[src/rtl/core/mstt_pkg.sv]
`timescale 1ns / 1ps

package mstt_pkg;

    localparam int TICK_W    = 16;
    localparam int CFG_IDX_W = 3;
    localparam int CFG_DAT_W = 16;

    localparam logic [2:0] OP_UPDATE   = 3'd0;
    localparam logic [2:0] OP_PERIODIC = 3'd1;
    localparam logic [2:0] OP_MESSAGE  = 3'd2;
    localparam logic [2:0] OP_TENTH    = 3'd3;
    localparam logic [2:0] OP_CACHE    = 3'd4;

    localparam logic [CFG_IDX_W-1:0] REG_TICKS_PER_MS   = 3'd0;
    localparam logic [CFG_IDX_W-1:0] REG_MS_PER_SECOND  = 3'd1;
    localparam logic [CFG_IDX_W-1:0] REG_PERIODIC_LIMIT = 3'd2;
    localparam logic [CFG_IDX_W-1:0] REG_MESSAGE_LIMIT  = 3'd3;
    localparam logic [CFG_IDX_W-1:0] REG_TENTH_LIMIT    = 3'd4;
    localparam logic [CFG_IDX_W-1:0] REG_CACHE_LIMIT    = 3'd5;

    localparam logic [15:0] RST_TICKS_PER_MS   = 16'd100;
    localparam logic [15:0] RST_MS_PER_SECOND  = 16'd1000;
    localparam logic [7:0]  RST_PERIODIC_LIMIT = 8'd79;
    localparam logic [7:0]  RST_MESSAGE_LIMIT  = 8'd49;
    localparam logic [7:0]  RST_TENTH_LIMIT    = 8'd99;
    localparam logic [15:0] RST_CACHE_LIMIT    = 16'd9999;

    typedef struct packed {
        logic [2:0]  opcode;
        logic [15:0] tick_count;
    } in_word_t;

    typedef struct packed {
        logic [15:0] leftover_ticks;
        logic [15:0] elapsed_ms;
        logic        expired;
        logic [31:0] seconds;
    } out_word_t;

    typedef enum logic [2:0] {
        S_IDLE = 3'b001,
        S_DIV  = 3'b010,
        S_DONE = 3'b100
    } state_t;

endpackage

[src/rtl/core/multi_software_timer_tick.sv]
`timescale 1ns / 1ps

// Millisecond software timers. An update word divides its raw tick count by ticks_per_ms
// in a single restoring divider that settles one quotient bit per cycle. An update word
// passes from idle through the divide state to the final state, where its result enters
// the output register; a check word goes from idle straight to the final state. The
// block then returns to idle for the next word. One word is in progress at a time, and a new
// word is taken while the previous result still waits in the output register; a result
// that cannot yet enter the output register holds the block in its final state. Configuration
// writes are taken in every cycle and should only be made while the block is idle.
module multi_software_timer_tick (
    input  logic                               clk,
    input  logic                               rst_n,
    input  logic                               in_valid,
    output logic                               in_ready,
    input  mstt_pkg::in_word_t                 in_word,
    output logic                               out_valid,
    input  logic                               out_ready,
    output mstt_pkg::out_word_t                out_word,
    input  logic                               cfg_valid,
    output logic                               cfg_ready,
    input  logic [mstt_pkg::CFG_IDX_W-1:0]     cfg_index,
    input  logic [mstt_pkg::CFG_DAT_W-1:0]     cfg_data
);

    mstt_pkg::state_t    state_reg;
    mstt_pkg::state_t    state_next;
    mstt_pkg::in_word_t  item_reg;
    mstt_pkg::out_word_t out_word_reg;
    mstt_pkg::out_word_t out_word_next;
    logic                out_valid_reg;
    logic                out_valid_next;

    logic [15:0] ticks_per_ms_reg;
    logic [15:0] ms_per_second_reg;
    logic [7:0]  periodic_limit_reg;
    logic [7:0]  message_limit_reg;
    logic [7:0]  tenth_limit_reg;
    logic [15:0] cache_limit_reg;

    logic [7:0]  periodic_reg;
    logic [7:0]  periodic_next;
    logic [7:0]  message_reg;
    logic [7:0]  message_next;
    logic [7:0]  tenth_reg;
    logic [7:0]  tenth_next;
    logic [15:0] cache_reg;
    logic [15:0] cache_next;
    logic [15:0] ms_acc_reg;
    logic [15:0] ms_acc_next;
    logic [31:0] seconds_reg;
    logic [31:0] seconds_next;

    logic                        accept;
    logic                        div_start;
    logic                        div_done;
    logic [mstt_pkg::TICK_W-1:0] div_quo;
    logic [mstt_pkg::TICK_W-1:0] div_rem;
    logic                        finish;
    logic [15:0]                 ms;
    logic [15:0]                 left;

    assign accept    = in_valid && (state_reg == mstt_pkg::S_IDLE);
    assign div_start = accept && (in_word.opcode == mstt_pkg::OP_UPDATE);
    assign finish    = (state_reg == mstt_pkg::S_DONE) && (!out_valid_reg || out_ready);

    mstt_divider #(
        .WIDTH (mstt_pkg::TICK_W)
    ) u_divider (
        .clk       (clk),
        .rst_n     (rst_n),
        .start     (div_start),
        .dividend  (in_word.tick_count),
        .divisor   (ticks_per_ms_reg),
        .done      (div_done),
        .quotient  (div_quo),
        .remainder (div_rem)
    );

    always_comb
    begin
        state_next = state_reg;
        case (state_reg)
            mstt_pkg::S_IDLE:
            begin
                if (accept)
                begin
                    state_next = div_start ? mstt_pkg::S_DIV : mstt_pkg::S_DONE;
                end
            end
            mstt_pkg::S_DIV:
            begin
                if (div_done)
                begin
                    state_next = mstt_pkg::S_DONE;
                end
            end
            mstt_pkg::S_DONE:
            begin
                if (finish)
                begin
                    state_next = mstt_pkg::S_IDLE;
                end
            end
            default:
            begin
                state_next = mstt_pkg::S_IDLE;
            end
        endcase
    end

    // A zero divisor passes the tick count straight through as the leftover.
    always_comb
    begin
        if (ticks_per_ms_reg == '0)
        begin
            ms   = '0;
            left = item_reg.tick_count;
        end
        else
        begin
            ms   = div_quo;
            left = div_rem;
        end
    end

    always_comb
    begin
        periodic_next  = periodic_reg;
        message_next   = message_reg;
        tenth_next     = tenth_reg;
        cache_next     = cache_reg;
        ms_acc_next    = ms_acc_reg;
        seconds_next   = seconds_reg;
        out_word_next  = out_word_reg;
        out_valid_next = out_valid_reg && !out_ready;
        if (finish)
        begin
            out_word_next.leftover_ticks = '0;
            out_word_next.elapsed_ms     = '0;
            out_word_next.expired        = 1'b0;
            case (item_reg.opcode)
                mstt_pkg::OP_UPDATE:
                begin
                    out_word_next.leftover_ticks = left;
                    out_word_next.elapsed_ms     = ms;
                    periodic_next = periodic_reg + ms[7:0];
                    message_next  = message_reg + ms[7:0];
                    tenth_next    = tenth_reg + ms[7:0];
                    cache_next    = cache_reg + ms;
                    if (ms_acc_reg < ms_per_second_reg)
                    begin
                        ms_acc_next = ms_acc_reg + ms;
                    end
                    else
                    begin
                        ms_acc_next  = ms_acc_reg - ms_per_second_reg + ms;
                        seconds_next = seconds_reg + 32'd1;
                    end
                end
                mstt_pkg::OP_PERIODIC:
                begin
                    if (periodic_reg > periodic_limit_reg)
                    begin
                        periodic_next         = '0;
                        out_word_next.expired = 1'b1;
                    end
                end
                mstt_pkg::OP_MESSAGE:
                begin
                    if (message_reg > message_limit_reg)
                    begin
                        message_next          = '0;
                        out_word_next.expired = 1'b1;
                    end
                end
                mstt_pkg::OP_TENTH:
                begin
                    if (tenth_reg > tenth_limit_reg)
                    begin
                        tenth_next            = '0;
                        out_word_next.expired = 1'b1;
                    end
                end
                mstt_pkg::OP_CACHE:
                begin
                    if (cache_reg > cache_limit_reg)
                    begin
                        cache_next            = '0;
                        out_word_next.expired = 1'b1;
                    end
                end
                default:
                begin
                end
            endcase
            out_word_next.seconds = seconds_next;
            out_valid_next        = 1'b1;
        end
    end

    always_ff @(posedge clk or negedge rst_n)
    begin
        if (!rst_n)
        begin
            state_reg     <= mstt_pkg::S_IDLE;
            out_valid_reg <= 1'b0;
            periodic_reg  <= '0;
            message_reg   <= '0;
            tenth_reg     <= '0;
            cache_reg     <= '0;
            ms_acc_reg    <= '0;
            seconds_reg   <= '0;
        end
        else
        begin
            state_reg     <= state_next;
            out_valid_reg <= out_valid_next;
            periodic_reg  <= periodic_next;
            message_reg   <= message_next;
            tenth_reg     <= tenth_next;
            cache_reg     <= cache_next;
            ms_acc_reg    <= ms_acc_next;
            seconds_reg   <= seconds_next;
        end
    end

    always_ff @(posedge clk or negedge rst_n)
    begin
        if (!rst_n)
        begin
            ticks_per_ms_reg   <= mstt_pkg::RST_TICKS_PER_MS;
            ms_per_second_reg  <= mstt_pkg::RST_MS_PER_SECOND;
            periodic_limit_reg <= mstt_pkg::RST_PERIODIC_LIMIT;
            message_limit_reg  <= mstt_pkg::RST_MESSAGE_LIMIT;
            tenth_limit_reg    <= mstt_pkg::RST_TENTH_LIMIT;
            cache_limit_reg    <= mstt_pkg::RST_CACHE_LIMIT;
        end
        else if (cfg_valid)
        begin
            case (cfg_index)
                mstt_pkg::REG_TICKS_PER_MS:   ticks_per_ms_reg   <= cfg_data;
                mstt_pkg::REG_MS_PER_SECOND:  ms_per_second_reg  <= cfg_data;
                mstt_pkg::REG_PERIODIC_LIMIT: periodic_limit_reg <= cfg_data[7:0];
                mstt_pkg::REG_MESSAGE_LIMIT:  message_limit_reg  <= cfg_data[7:0];
                mstt_pkg::REG_TENTH_LIMIT:    tenth_limit_reg    <= cfg_data[7:0];
                mstt_pkg::REG_CACHE_LIMIT:    cache_limit_reg    <= cfg_data;
                default:
                begin
                end
            endcase
        end
    end

    always_ff @(posedge clk)
    begin
        if (accept)
        begin
            item_reg <= in_word;
        end
        out_word_reg <= out_word_next;
    end

    assign in_ready  = (state_reg == mstt_pkg::S_IDLE);
    assign out_valid = out_valid_reg;
    assign out_word  = out_word_reg;
    assign cfg_ready = 1'b1;

endmodule

[src/rtl/core/mstt_divider.sv]
`timescale 1ns / 1ps

module mstt_divider #(
    parameter int WIDTH = mstt_pkg::TICK_W
) (
    input  logic             clk,
    input  logic             rst_n,
    input  logic             start,
    input  logic [WIDTH-1:0] dividend,
    input  logic [WIDTH-1:0] divisor,
    output logic             done,
    output logic [WIDTH-1:0] quotient,
    output logic [WIDTH-1:0] remainder
);

    localparam int CW = $clog2(WIDTH + 1);

    logic             busy_reg;
    logic             busy_next;
    logic             done_reg;
    logic             done_next;
    logic [CW-1:0]    count_reg;
    logic [CW-1:0]    count_next;
    logic [WIDTH-1:0] rem_reg;
    logic [WIDTH-1:0] rem_next;
    logic [WIDTH-1:0] quo_reg;
    logic [WIDTH-1:0] quo_next;
    logic [WIDTH-1:0] divisor_reg;
    logic [WIDTH-1:0] divisor_next;
    logic [WIDTH:0]   shifted;
    logic [WIDTH:0]   diff;

    // One quotient bit is settled per cycle by a trial subtraction.
    always_comb
    begin
        shifted      = {rem_reg, quo_reg[WIDTH-1]};
        diff         = shifted - {1'b0, divisor_reg};
        busy_next    = busy_reg;
        done_next    = 1'b0;
        count_next   = count_reg;
        rem_next     = rem_reg;
        quo_next     = quo_reg;
        divisor_next = divisor_reg;
        if (start)
        begin
            busy_next    = 1'b1;
            count_next   = CW'(WIDTH);
            rem_next     = '0;
            quo_next     = dividend;
            divisor_next = divisor;
        end
        else if (busy_reg)
        begin
            if (!diff[WIDTH])
            begin
                rem_next = diff[WIDTH-1:0];
            end
            else
            begin
                rem_next = shifted[WIDTH-1:0];
            end
            quo_next   = {quo_reg[WIDTH-2:0], ~diff[WIDTH]};
            count_next = count_reg - 1'b1;
            if (count_reg == CW'(1))
            begin
                busy_next = 1'b0;
                done_next = 1'b1;
            end
        end
    end

    always_ff @(posedge clk or negedge rst_n)
    begin
        if (!rst_n)
        begin
            busy_reg  <= 1'b0;
            done_reg  <= 1'b0;
            count_reg <= '0;
        end
        else
        begin
            busy_reg  <= busy_next;
            done_reg  <= done_next;
            count_reg <= count_next;
        end
    end

    always_ff @(posedge clk)
    begin
        rem_reg     <= rem_next;
        quo_reg     <= quo_next;
        divisor_reg <= divisor_next;
    end

    assign done      = done_reg;
    assign quotient  = quo_reg;
    assign remainder = rem_reg;

endmodule
[config.mk]
export PLATFORM = sky130hd
export DESIGN_NAME = multi_software_timer_tick
export DESIGN_NICKNAME = d
export VERILOG_FILES = /design/src/rtl/core/mstt_pkg.sv /design/src/rtl/core/multi_software_timer_tick.sv /design/src/rtl/core/mstt_divider.sv
export SDC_FILE = /design/constraint.sdc
export NUM_CORES = 1
export LEC_CHECK = 0
export ABC_AREA = 1
export CORE_MARGIN = 2
export CORE_UTILIZATION = 55
export CTS_BUF_LIST = sky130_fd_sc_hd__clkbuf_8
export DETAILED_ROUTE_END_ITERATION = 8
export DONT_BUFFER_PORTS = 1
export MAX_ROUTING_LAYER = met4
export PLACE_DENSITY = 0.8
export SLEW_MARGIN = 5
export SYNTH_ARGS = -nofsm -noshare
export SYNTH_HDL_FRONTEND = slang
export SYNTH_SLANG_ARGS = --single-unit
[constraint.sdc]
create_clock -name clk -period 4.6 [get_ports clk]
set_input_delay 0.92 -clock clk [delete_from_list [all_inputs] [get_ports clk]]
set_output_delay 0.92 -clock clk [all_outputs]
set_load 0.01 [all_outputs]
==> impl_results.md <==
- CP endpoint kind: flip-flop
- Hold Slack: 0.130 ns
- Highest clock rate: 274 MHz
- Status: finished, final reports clean
- Core box area: 33,400 sq um
- Layout Cells excl Fill: around 2.8k
- Critical Path Start Type: flip-flop
- Worst setup margin: between 0.9 and 1 ns
- CP max FO: 14
- Syn Inst Count: 2,318
- Clock share of power: 18.4%
- Critical path cell sequence: nor2_1 > nand2_1 > nor2_1 > nand2_1 > inv_1 > nor2_1 > buf_4 > inv_1 > fa_1 > inv_1 > fa_1 > nand3_1 > nand2_1 > nand3_1 > nand2_1 > nand2_1 > nand2_1 > or2_2 > nand3_1 > nand2_1 > nand2_1 > nand2_1
- Max Root-Sink Buffers: 3
- Biggest cell delay along the critical path: 0.55 ns
- Top-Level Pins: around 110
- Worst VDD drop: approximately 0.34 mV
- DP Cell Count: 2,720
- CTS clk-pin slew, worst paths: approximately 0.07 ns
- # rows: 67
- Number of fill cells: 2,905
- Unrepaired setup endpoints after global routing: no
- DR DRC count: 0
- Hold Buf Count CTS: 1
- Clock sink count: 303
- Final Setup Violations: 0
- Port bufs: 0
- Initial Utilization: 55.6%
- PD cells: 744 nW/um^2
- WL per Instance: 17.0 um
- Die ar.: 35,300 sq um
- Pint: about 8.1 mW
- TNS Setup: 0 ns
- Post-CTS setup buffer count: 0
- Seq pwr share: 28.2%
- Die X: 188 um
- Final hold viol count: 0
- Combinational Power Share: 53.5%
- Library cells used by synthesis: 47
- Worst Skew: 0.0391 ns
- Post-Route WL: 48.1 mm
- Synthesized area per cell: between 8 and 9 sq um
- Worst hold-check path type: in2async
- Number of iterations in the first detailed-routing pass: 6
- Worst-Skew Late Latency: 0.66 ns
- Via count: 15.7k
- Antenna diodes: 0
- Final Instance Area: approximately 20,000 sq um
- NetSw: 6.97 mW
- CP most frequent cell: nand2_1
- Pwr Total: 15.1 mW
- Vias in the first global route: 15.1k
- Grt ovf: 0
- Worst EP required: a little over 5 ns
- Final period util: approximately four fifths
- Sw frac: 46.3%
- Maxcap violations: 0
- CTS tree: yes
- Share of cells above drive strength 1: 6.91%
- Hpwl dp: 33.9 mm
- Largest register FFs: 65
- YS warnings: 0
- Share of the yosys chip area belonging to registers: between 40% and 50%
- Worst Path Arrival: ~4.2 ns
- Inserted Clock Buffers: 53
- Nets: 2,533
- Yosys reg bits: just over 300
- Final Util: 60.5%
- Post-Syn Area: 18,600 sq um
- Slowest-stage cell, CP: dfstp_2
- EDFF count, synth: 116
- Die Ht: 188 um
- Post-route minimum period: 3.66 ns
- Rel. slew slack: 28.1%
- CP Class: reg2reg
- Root Buffer: clkbuf_8
- DP Worst Slack: 0.940 ns
- First-pass GRT wire length: 77.4 mm
- Slew @ Worst Pin: 1.08 ns
- ANT nets after route: 0
- Routability cong.: 0.928
- Via/cell ratio: 5.55
- Placed cell areas: 19,000 sq um
- Initial antenna violation count: 1
- Ys async rst share: 56.4%
- Main synth FF type: dfrtp_1
- CTS H-tree lvls: 2
- Gr usage total: 28.5%
- Post-synth net total: roughly 2.5k
- Layout area overhead: 8.77%
- Largest net degree at the start of global routing: 142
- Max Slew Vio Count: 0
- P_leak: 10.0 nW
- Gates resized, CTS repair: 0
- Initial drt markers: about 1.3k
[cell families after synthesis]
| group | synth area share [%] |
|---|---|
| xor+xnor | 2.02 |
| fa+ha+maj | 11.7 |
| flops | 43.6 |
| compound gates | 8.96 |
| buf+inv | 8.12 |
| simple gates | 25.5 |
| other cells | 0.0202 |
[critical path: cells and delay by family (launching register included)]
| kind | cells | cell delay, ns |
|---|---|---|
| fa+ha+maj | 2 | 0.95 |
| simple gates | 16 | 1.39 |
| buf+inv | 4 | 0.66 |
| flops | 1 | 0.55 |
[power groups by stage]
stage          sequential (mW)  combinational (mW)  clock, mW
2_1_floorplan             4.08                6.15          0
3_3_place_gp              4.24                7.70          0
3_5_place_dp              4.27                7.89          0
4_1_cts                   4.23                7.98       2.82
5_1_grt                   4.31                9.17       2.94
6_report                  4.24                8.05       2.76
[cell type report]
cell class                      instances  area (sq um)  area share (%)
Timing Repair Buffer                   17           160           0.791
Sequential cell                       303          8120            40.1
Inverter                              326          1230            6.06
Tap cell                              448           561            2.77
Clock buffer                           65           895            4.42
Multi-Input combinational cell       1627          8980            44.4
Clock inverter                         35           297            1.47
[final timing paths]
kind                                              from                endpoint  slack [ns]  cells past startpoint
worst min register to register  u_divider.remainder[4]  u_divider.remainder[4]        0.48                      2
worst min-delay path                             rst_n    ms_per_second_reg[9]        0.13                      0
min in group clk                            in_word[4]             item_reg[4]        0.36                      0
worst max register to register     ticks_per_ms_reg[5]          ms_acc_reg[10]        0.94                     22
max in group asynchronous                        rst_n    message_limit_reg[7]        3.70                      1
worst max-delay path               ticks_per_ms_reg[5]          ms_acc_reg[10]        0.94                     22
[synthesized netlist by cell type (10+ instances only)]
cell type / number / area (sq um)
nand2_1: 658 / 2470
inv_1: 316 / 1190
nand3_1: 181 / 906
o21ai_0: 150 / 751
nor2_1: 144 / 541
dfrtp_1: 141 / 3530
ha_1: 141 / 1760
edfxtp_1: 116 / 3480
a21oi_1: 115 / 576
nand4_1: 45 / 282
dfstp_2: 30 / 788
clkbuf_1: 28 / 105
buf_2: 26 / 130
xnor2_1: 22 / 193
fa_1: 21 / 420
nor3_1: 21 / 105
xor2_1: 21 / 184
dfxtp_1: 16 / 320
and2_1: 14 / 87.6
nand3b_1: 13 / 97.6
o21bai_1: 11 / 82.6
inv_2: 10 / 37.5
[placed cells by master (no fill, tap or decap), types with 5 or more instances in the layout]
cell type and instances:
nand2_1 657, inv_1 333, nand3_1 181, o21ai_0 150, nor2_1 143, ha_1 141
dfrtp_1 141, edfxtp_1 116, a21oi_1 115, clkbuf_8 65, nand4_1 45, dfstp_2 30
xnor2_1 22, nor3_1 21, xor2_1 21, fa_1 21, dfxtp_1 16, buf_4 15
and2_1 14, nand3b_1 13, o21bai_1 11, inv_2 10, a21o_1 8, o22ai_1 8
nand2_2 7, nor2_2 7, o31ai_1 6, nor2_4 5, bufinv_16 5
[layer usage]
metal / global-route usage, % / vias up / wire length [um]
li1: - / 7610 / -
met1: 37.4 / 7365 / 21000
met2: 44.5 / 595 / 22100
met3: 5.48 / 86 / 3700
met4: 9.84 / 0 / 1330
met5: - / - / 0
Note: power is estimated with default switching activity, not from simulation.
